**src/nbtc_pkg.sv**
```systemverilog
// shared constants, types and tables for the naive bayes train/classify block
package nbtc_pkg;

  localparam int unsigned CNT_W   = 11;
  localparam int unsigned SUM_W   = 17;
  localparam int unsigned SQ_W    = 24;
  localparam int unsigned AGE_W   = 7;
  localparam int unsigned PROB_W  = 16;
  localparam int unsigned LG_W    = 22;
  localparam int unsigned SCORE_W = 40;
  localparam int unsigned DEN_W   = 47;

  localparam int unsigned MAX_SAMPLES = 1024;
  localparam logic [CNT_W:0] SAMPLE_CAP = (MAX_SAMPLES < 2047) ?
                                          (CNT_W+1)'(MAX_SAMPLES) : (CNT_W+1)'(2047);

  localparam logic [PROB_W-1:0] THRESH_RESET = 16'd32768;
  localparam logic [16:0]       LOG2E_Q16    = 17'd94548;
  localparam logic [63:0]       ZL_MAX       = 64'd1 << 36;
  localparam logic [38:0]       DIFF_LIMIT   = 39'd40 << 16;

  localparam logic [1:0] MODE_TRAIN    = 2'd0;
  localparam logic [1:0] MODE_CLASSIFY = 2'd1;
  localparam logic [1:0] MODE_CLEAR    = 2'd2;

  localparam logic [2:0] LOG_SC  = 3'd0;
  localparam logic [2:0] LOG_PC  = 3'd1;
  localparam logic [2:0] LOG_NM1 = 3'd2;
  localparam logic [2:0] LOG_N   = 3'd3;
  localparam logic [2:0] LOG_DD  = 3'd4;

  typedef enum logic [4:0] {
    OP_NONE, OP_TRAIN, OP_CLEAR, OP_LATCH, OP_CHK,
    OP_MUL_A, OP_MUL_B, OP_MUL_C, OP_MUL_D, OP_MUL_E,
    OP_DIV, OP_ZL, OP_LOG_LOAD, OP_LOG_NORM, OP_LOG_SQ, OP_LOG_ACC,
    OP_SCORE, OP_DIFF, OP_POW, OP_POW_SH, OP_FIN
  } dp_op_e;

  typedef struct packed {
    dp_op_e     op;
    logic       cls;
    logic [2:0] log_sel;
    logic [3:0] pow_idx;
  } cmd_t;

  typedef struct packed {
    logic model_bad;
    logic cls_ok;
    logic norm_done;
  } sts_t;

  typedef logic [15:0][31:0] root_tbl_t;

  // repeated square roots of one half in q32, entry i is used for exponent bit i
  function automatic root_tbl_t build_roots();
    root_tbl_t   tbl;
    logic [63:0] c;
    logic [63:0] x;
    logic [63:0] res;
    logic [63:0] bv;
    int          i;
    int          b;
    c = 64'd1 << 31;
    for (i = 15; i >= 0; i--) begin
      x   = c << 32;
      res = '0;
      for (b = 31; b >= 0; b--) begin
        bv = 64'd1 << (2 * b);
        if (x >= res + bv) begin
          x   = x - (res + bv);
          res = (res >> 1) + bv;
        end else begin
          res = res >> 1;
        end
      end
      c      = res;
      tbl[i] = c[31:0];
    end
    return tbl;
  endfunction

  localparam root_tbl_t ROOTS = build_roots();

endpackage

```
**src/nbtc_ctrl.sv**
```systemverilog
// sequencing state machine for training, clearing and classification
module nbtc_ctrl (
  input  logic              clk_i,
  input  logic              rst_ni,
  input  logic              start,
  input  logic [1:0]        mode_i,
  input  nbtc_pkg::sts_t    sts_i,
  output logic              busy,
  output logic              done_o,
  output nbtc_pkg::cmd_t    cmd_o
);
  import nbtc_pkg::*;

  typedef enum logic [19:0] {
    S_IDLE     = 20'd1 << 0,
    S_CHK      = 20'd1 << 1,
    S_MUL_A    = 20'd1 << 2,
    S_MUL_B    = 20'd1 << 3,
    S_MUL_C    = 20'd1 << 4,
    S_MUL_D    = 20'd1 << 5,
    S_MUL_E    = 20'd1 << 6,
    S_DIV      = 20'd1 << 7,
    S_ZL       = 20'd1 << 8,
    S_LOG_LOAD = 20'd1 << 9,
    S_LOG_NORM = 20'd1 << 10,
    S_LOG_SQ   = 20'd1 << 11,
    S_LOG_ACC  = 20'd1 << 12,
    S_SCORE    = 20'd1 << 13,
    S_DIFF     = 20'd1 << 14,
    S_POW      = 20'd1 << 15,
    S_POW_SH   = 20'd1 << 16,
    S_DIV2     = 20'd1 << 17,
    S_FIN      = 20'd1 << 18,
    S_OUT      = 20'd1 << 19
  } state_e;

  state_e     state_q, state_d;
  logic       cls_q, cls_d;
  logic [2:0] sel_q, sel_d;
  logic [5:0] cnt_q, cnt_d;
  logic       accept;

  assign busy   = (state_q != S_IDLE);
  assign done_o = (state_q == S_OUT);
  assign accept = start && !busy;

  always_comb begin
    state_d        = state_q;
    cls_d          = cls_q;
    sel_d          = sel_q;
    cnt_d          = cnt_q;
    cmd_o.op       = OP_NONE;
    cmd_o.cls      = cls_q;
    cmd_o.log_sel  = sel_q;
    cmd_o.pow_idx  = ~cnt_q[3:0];
    unique case (state_q)
      S_IDLE: begin
        if (accept) begin
          unique case (mode_i)
            MODE_TRAIN: cmd_o.op = OP_TRAIN;
            MODE_CLEAR: cmd_o.op = OP_CLEAR;
            MODE_CLASSIFY: begin
              cmd_o.op = OP_LATCH;
              cls_d    = 1'b0;
              state_d  = sts_i.model_bad ? S_FIN : S_CHK;
            end
            default: ;
          endcase
        end
      end
      S_CHK: begin
        cmd_o.op = OP_CHK;
        if (sts_i.cls_ok) begin
          state_d = S_MUL_A;
        end else if (cls_q) begin
          state_d = S_DIFF;
        end else begin
          cls_d = 1'b1;
        end
      end
      S_MUL_A: begin
        cmd_o.op = OP_MUL_A;
        state_d  = S_MUL_B;
      end
      S_MUL_B: begin
        cmd_o.op = OP_MUL_B;
        state_d  = S_MUL_C;
      end
      S_MUL_C: begin
        cmd_o.op = OP_MUL_C;
        state_d  = S_MUL_D;
      end
      S_MUL_D: begin
        cmd_o.op = OP_MUL_D;
        state_d  = S_MUL_E;
      end
      S_MUL_E: begin
        cmd_o.op = OP_MUL_E;
        cnt_d    = '0;
        state_d  = S_DIV;
      end
      S_DIV: begin
        cmd_o.op = OP_DIV;
        cnt_d    = cnt_q + 6'd1;
        if (cnt_q == 6'd63) state_d = S_ZL;
      end
      S_ZL: begin
        cmd_o.op = OP_ZL;
        sel_d    = LOG_SC;
        state_d  = S_LOG_LOAD;
      end
      S_LOG_LOAD: begin
        cmd_o.op = OP_LOG_LOAD;
        state_d  = S_LOG_NORM;
      end
      S_LOG_NORM: begin
        cmd_o.op = OP_LOG_NORM;
        if (sts_i.norm_done) begin
          cnt_d   = '0;
          state_d = S_LOG_SQ;
        end
      end
      S_LOG_SQ: begin
        cmd_o.op = OP_LOG_SQ;
        cnt_d    = cnt_q + 6'd1;
        if (cnt_q == 6'd15) state_d = S_LOG_ACC;
      end
      S_LOG_ACC: begin
        cmd_o.op = OP_LOG_ACC;
        if (sel_q == LOG_DD) begin
          state_d = S_SCORE;
        end else begin
          sel_d   = sel_q + 3'd1;
          state_d = S_LOG_LOAD;
        end
      end
      S_SCORE: begin
        cmd_o.op = OP_SCORE;
        if (cls_q) begin
          state_d = S_DIFF;
        end else begin
          cls_d   = 1'b1;
          state_d = S_CHK;
        end
      end
      S_DIFF: begin
        cmd_o.op = OP_DIFF;
        cnt_d    = '0;
        state_d  = S_POW;
      end
      S_POW: begin
        cmd_o.op = OP_POW;
        cnt_d    = cnt_q + 6'd1;
        if (cnt_q == 6'd15) state_d = S_POW_SH;
      end
      S_POW_SH: begin
        cmd_o.op = OP_POW_SH;
        cnt_d    = '0;
        state_d  = S_DIV2;
      end
      S_DIV2: begin
        cmd_o.op = OP_DIV;
        cnt_d    = cnt_q + 6'd1;
        if (cnt_q == 6'd63) state_d = S_FIN;
      end
      S_FIN: begin
        cmd_o.op = OP_FIN;
        state_d  = S_OUT;
      end
      S_OUT: state_d = S_IDLE;
      default: state_d = S_IDLE;
    endcase
  end

  always_ff @(posedge clk_i or negedge rst_ni) begin
    if (!rst_ni) begin
      state_q <= S_IDLE;
      cls_q   <= 1'b0;
      sel_q   <= LOG_SC;
      cnt_q   <= '0;
    end else begin
      state_q <= state_d;
      cls_q   <= cls_d;
      sel_q   <= sel_d;
      cnt_q   <= cnt_d;
    end
  end

endmodule

```
**config.mk**
```make
export PLATFORM = sky130hd
export DESIGN_NAME = nbtc_ctrl
export DESIGN_NICKNAME = d
export VERILOG_FILES = /design/src/nbtc_pkg.sv /design/src/nbtc_ctrl.sv
export SDC_FILE = /design/constraint.sdc
export NUM_CORES = 1
export LEC_CHECK = 0
export BUFFER_PORTS_ARGS = -buffer_cell sky130_fd_sc_hd__buf_2
export CAP_MARGIN = 20
export CELL_PAD_IN_SITES_DETAIL_PLACEMENT = 1
export CELL_PAD_IN_SITES_GLOBAL_PLACEMENT = 2
export CORE_ASPECT_RATIO = 0.5
export CORE_UTILIZATION = 32
export DETAILED_ROUTE_END_ITERATION = 8
export MAX_ROUTING_LAYER = met4
export PLACE_DENSITY = 0.72
export SLEW_MARGIN = 20
export SYNTH_ARGS = -nofsm -noshare
export SYNTH_HDL_FRONTEND = slang
export SYNTH_SLANG_ARGS = --single-unit
```
**constraint.sdc**
```tcl
create_clock -name clk_i -period 2.2 [get_ports clk_i]
set_input_delay 0.44 -clock clk_i [delete_from_list [all_inputs] [get_ports clk_i]]
set_output_delay 0.44 -clock clk_i [all_outputs]
set_load 0.03 [all_outputs]
```
* Word-level counts from Yosys, hierarchy flattened
Cells that the tools add are included.
** Word-level totals
- Output and inout bits :: 15
- Bits in registers :: 30
** Operators by class
- Muxes and demuxes :: 24
- Reductions and logical operators :: 13
- Equal/unequal tests :: 36
- Bitwise operators :: 1
- $add $sub $neg :: 2
** Operator list (count)
- $pmux 20 s19 :: 1
- $mux 20 :: 9
- $pmux 5 s18 :: 1
- $eq 20x1->1 const B :: 1
- $eq 20x10->1 const B :: 1
- $eq 20x11->1 const B :: 1
- $eq 20x12->1 const B :: 1
- $eq 20x13->1 const B :: 1
- $eq 20x14->1 const B :: 1
- $eq 20x15->1 const B :: 1
- $eq 20x16->1 const B :: 1
- $eq 20x17->1 const B :: 1
- $eq 20x18->1 const B :: 1
- $eq 20x19->1 const B :: 1
- $eq 20x2->1 const B :: 1
- $eq 20x20->1 const B :: 1
- $eq 20x3->1 const B :: 1
- $eq 20x4->1 const B :: 1
- $eq 20x5->1 const B :: 1
- $eq 20x6->1 const B :: 1
- $eq 20x7->1 const B :: 1
- $eq 20x8->1 const B :: 1
- $eq 20x9->1 const B :: 1
- $ne 20x1->1 const B :: 1
- 33 further kinds :: 44

* Depth between registers and ports, before layout
- Depth in word-level cells :: 5
- Gate-level depth with buffers :: 7
- Depth with buffers taken out :: 7

* Least setup slack after synthesis
OpenSTA, ideal clock, no wires.
- Path type :: reg2out
- From :: reg state_q[1]
- To :: out cmd_o[9] in the netlist's numbering
- Stages on the path, launching flop included :: 7
- Path buffers :: 0
- Data arrival time :: 2009 ps
- Required time :: 1760 ps
- Path slack :: -249 ps
- Path through :: dfrtp_1 > nor4_4 > nand4_4 > nor4_2 > or2_2 > nor3b_1 > nand4b_1
** RTL lines
- from (decl) :: line nbtc_ctrl.sv:37 : state_e state_q, state_d;
- from (signal assigned) :: line nbtc_ctrl.sv:182 : state_q <= state_d;
- to (decl) :: line nbtc_ctrl.sv:10 : output nbtc_pkg::cmd_t cmd_o

==> insert_results.sql <==
INSERT INTO impl_metrics (metric_group, metric, value, unit) VALUES
('global_route', 'antenna_violations_before_repair', '1', ''),
('global_route', 'remaining_global_route_overflow', '0', ''),
('clock_tree', 'tritoncts.num_buffers', '5', ''),
('timing', 'setup_viol', '23', ''),
('global_route', 'gr-max-usage-layer', 'met2', ''),
('global_route', 'first_global_vias', '2487', ''),
('cells_and_area', 'drive_gt1_share', '59.2', '%'),
('worst_setup_path', 'crit_path_slowest_cell', 'sky130_fd_sc_hd__dfrtp_1', ''),
('routing', 'drc', '1', ''),
('die', 'floorplan.core_area', '5630', 'µm²'),
('clock_tree', 'clk-insertion-delay-late', '0.28', 'ns'),
('worst_setup_path', 'r2r_start', 'state_q[13]$_DFFE_PN0P_', ''),
('routing', 'drt-vias-per-instance', '5.79', ''),
('worst_setup_path', 'critical_path_class', 'flip-flop to output port', ''),
('routing', 'drt-pass1-iter-count', '9', ''),
('synthesis', 'synth-edff-count', '0', ''),
('worst_setup_path', 'rr_endpoint', 'cnt_q[5]$_DFFE_PN0P_', ''),
('worst_setup_path', 'critical_path_peak_fanout', '6', ''),
('synthesis', 'ys_types', '44', ''),
('worst_setup_path', 'worstPathCellList', 'nor4_4 > buf_4 > nand4_1 > or3_4 > nor3b_4 > nand4b_1 > buf_6', ''),
('global_route', 'grt_start_max_net_pins', '31', ''),
('place', 'placement.setup.worst_slack', '-0.480', 'ns'),
('timing', 'rsz0062_at_grt', 'true', ''),
('die', 'start_util', '34.2', '%'),
('synthesis', 'synthesis.nets', '225', ''),
('worst_setup_path', 'cpPeakStageDelay', '0.42', 'ns'),
('die', 'fp.dieW', '112', 'µm'),
('synthesis', 'synth.yosys.seq_area_share', '39.0', '%'),
('synthesis', 'synth_cells', '211', ''),
('cells_and_area', 'layoutNonFillerInstCount', '417', ''),
('place', 'dp.final_hpwl', '5330', 'µm'),
('status', 'run_status', 'complete, but fails checks', ''),
('worst_setup_path', 'cp_data_arrival_time', '2.47', 'ns'),
('global_route', 'global_route_wire_length_before_repair', '13700', 'µm'),
('place', 'io_buffers', '22', ''),
('routing', 'drt_first_iter_violations', '136', ''),
('clock_tree', 'clock-sinks', '30', ''),
('worst_setup_path', 'cp_top_family', 'simple AND/OR/NAND/NOR gates', ''),
('power_and_ir_drop', 'max-vdd-ir-drop', '0.657', 'mV'),
('die', 'fp.dieArea', '6350', 'µm²'),
('die', 'fp-row-count', '19', ''),
('timing', 'clock.fmax', '0.344', 'GHz'),
('worst_setup_path', 'worst_ep_required_time', '1.76', 'ns'),
('synthesis', 'ys_async_sr_fraction', '100', '%'),
('synthesis', 'netlist_top_cells_count', 'sky130_fd_sc_hd__dfrtp_1 (29), sky130_fd_sc_hd__nand2_1 (21), sky130_fd_sc_hd__inv_1 (16)', ''),
('cells_and_area', 'share_of_the_core_filled_with_cells_in_the_final_layout', '63.2', '%'),
('synthesis', 'yosysMostFrequentCell', 'sky130_fd_sc_hd__dfrtp_1', ''),
('status', 'violations', 'DRC, setup timing', ''),
('synthesis', 'syn_area', '1930', 'µm²'),
('worst_setup_path', 'r2r_setup_slack', '-0.35', 'ns'),
('clock_tree', 'clock_tree.htree_level_count', '2', ''),
('power_and_ir_drop', 'areal_power_density_over_the_cells', '1150', 'nW/µm²'),
('power_and_ir_drop', 'p_leak', '1.71', 'nW'),
('clock_tree', 'ctsRootBufferMaster', 'sky130_fd_sc_hd__clkbuf_16', ''),
('synthesis', 'synthDominantAreaCellType', 'sky130_fd_sc_hd__dfrtp_1', ''),
('timing', 'finalWorstPathRequiredPeriod', '2.91', 'ns'),
('timing', 'timing.final.max_slew_violations', '0', ''),
('die', 'io_count', '23', ''),
('timing', 'hold_violations', '0', ''),
('timing', 'max-slew-margin-rel', '49.8', '%'),
('place', 'dp.cells', '376', ''),
('die', 'die_h', '56.9', 'µm'),
('worst_setup_path', 'worst_setup_path_start_kind', 'flip-flop', ''),
('synthesis', 'ys_ff_latch', '30', ''),
('global_route', 'grtUsageMet3', '6.80', '%'),
('clock_tree', 'tritoncts_clock_tree', 'done', ''),
('worst_setup_path', 'worst-path-buf-inv', '2', ''),
('routing', 'wl_per_cell', '23.6', 'µm'),
('clock_tree', 'cts_buffer_depth', '2', ''),
('timing', 'finalWorstSetupSlack', '-0.707', 'ns'),
('clock_tree', 'clock_transition_at_the_registers_of_the_reported_paths', '0.06', 'ns');
[cell families (layout without fill, tap and decap cells)]
group                    Yosys count  count (layout)  share of synthesized area, %
AND/OR/NAND/NOR                  117             117                          40.5
AO/OA/AOI/OAI                     37              37                          11.4
flip-flops                        30              30                          39.0
buffers and inverters             18             150                          3.70
adder cells (fa/ha/maj)            6               6                          3.90
XOR/XNOR                           2               2                         0.909
multiplexers                       1               1                         0.520
other                              0               1                             0
[flip-flops by register name (all words and copies together) (netlist names)]
name / cells
cnt_q: 6
sel_q: 3
state_q: 20
cls_q: 1
[routing by layer]
metal | wire length [µm] | vias to the layer above
met4 | 280 | 0
met3 | 737 | 28
met5 | 0 | -
met1 | 4210 | 1231
li1 | - | 1047
met2 | 4590 | 109
[where the power goes]
| part | internal, mW | switching, mW |
|---|---|---|
| clock network | 0.680 | 0.269 |
| registers | 0.649 | 0.136 |
| logic | 1.11 | 1.27 |
| total | 2.44 | 1.67 |
[area by class of cell]
class / count / area, µm² / area share, %
Clock buffer: 6 / 139 / 3.90
Inverter: 16 / 65.1 / 1.83
Tap cell: 73 / 91.3 / 2.56
Timing Repair Buffer: 126 / 991 / 27.8
Sequential cell: 30 / 753 / 21.1
Clock inverter: 2 / 60.1 / 1.69
Multi-Input combinational cell: 163 / 1460 / 41.0
Antenna cell: 1 / 2.50 / 0.0702
[cells in the final DEF (no fill, tap or decap), types with 3 or more instances in the layout]
master / count
sky130_fd_sc_hd__a21o_1: 4
sky130_fd_sc_hd__a21oi_1: 5
sky130_fd_sc_hd__a21oi_2: 4
sky130_fd_sc_hd__buf_2: 15
sky130_fd_sc_hd__buf_4: 89
sky130_fd_sc_hd__buf_6: 22
sky130_fd_sc_hd__clkbuf_16: 5
sky130_fd_sc_hd__dfrtp_1: 28
sky130_fd_sc_hd__ha_1: 6
sky130_fd_sc_hd__inv_1: 14
sky130_fd_sc_hd__nand2_1: 17
sky130_fd_sc_hd__nand2b_1: 8
sky130_fd_sc_hd__nand3_1: 8
sky130_fd_sc_hd__nand3_2: 3
sky130_fd_sc_hd__nand4_1: 3
sky130_fd_sc_hd__nand4b_1: 4
sky130_fd_sc_hd__nor2_1: 8
sky130_fd_sc_hd__nor2_4: 4
sky130_fd_sc_hd__nor3_1: 4
sky130_fd_sc_hd__nor3_2: 4
sky130_fd_sc_hd__nor3b_2: 3
sky130_fd_sc_hd__nor4_4: 11
sky130_fd_sc_hd__nor4b_1: 3
sky130_fd_sc_hd__o21ai_0: 7
sky130_fd_sc_hd__o21ai_1: 5
sky130_fd_sc_hd__or2_2: 3
sky130_fd_sc_hd__or4_4: 4
[worst max path at each step]
stage               cells past startpoint        to  slack, ns
floorplan                               6  cmd_o[9]      -0.17
global placement                        6  cmd_o[9]      -0.53
detailed placement                      6  cmd_o[9]      -0.48
CTS                                     7  cmd_o[9]      -0.55
global route                            7  cmd_o[9]      -0.76
finish                                  7  cmd_o[9]      -0.71
[timing repair]
item                                    in CTS  in global routing
setup buffers                               24                 16
endpoints found under the setup margin      22                 25
gates resized for setup                     61                 45
pin swaps                                   22                 21
[metrics by stage]
stage	power [mW]	area, µm²	TNS, ns	hold slack (ns)
after global placement	2.27	2690	-3.16	0.536
after detailed placement	2.31	2690	-3.69	0.545
final	4.11	3560	-6.83	0.224
after global routing	4.26	3560	-8.78	0.278
after CTS	3.66	3270	-4.41	0.253
after floorplan	1.56	1960	-0.373	0.144
(Power assumes the default switching activity.)
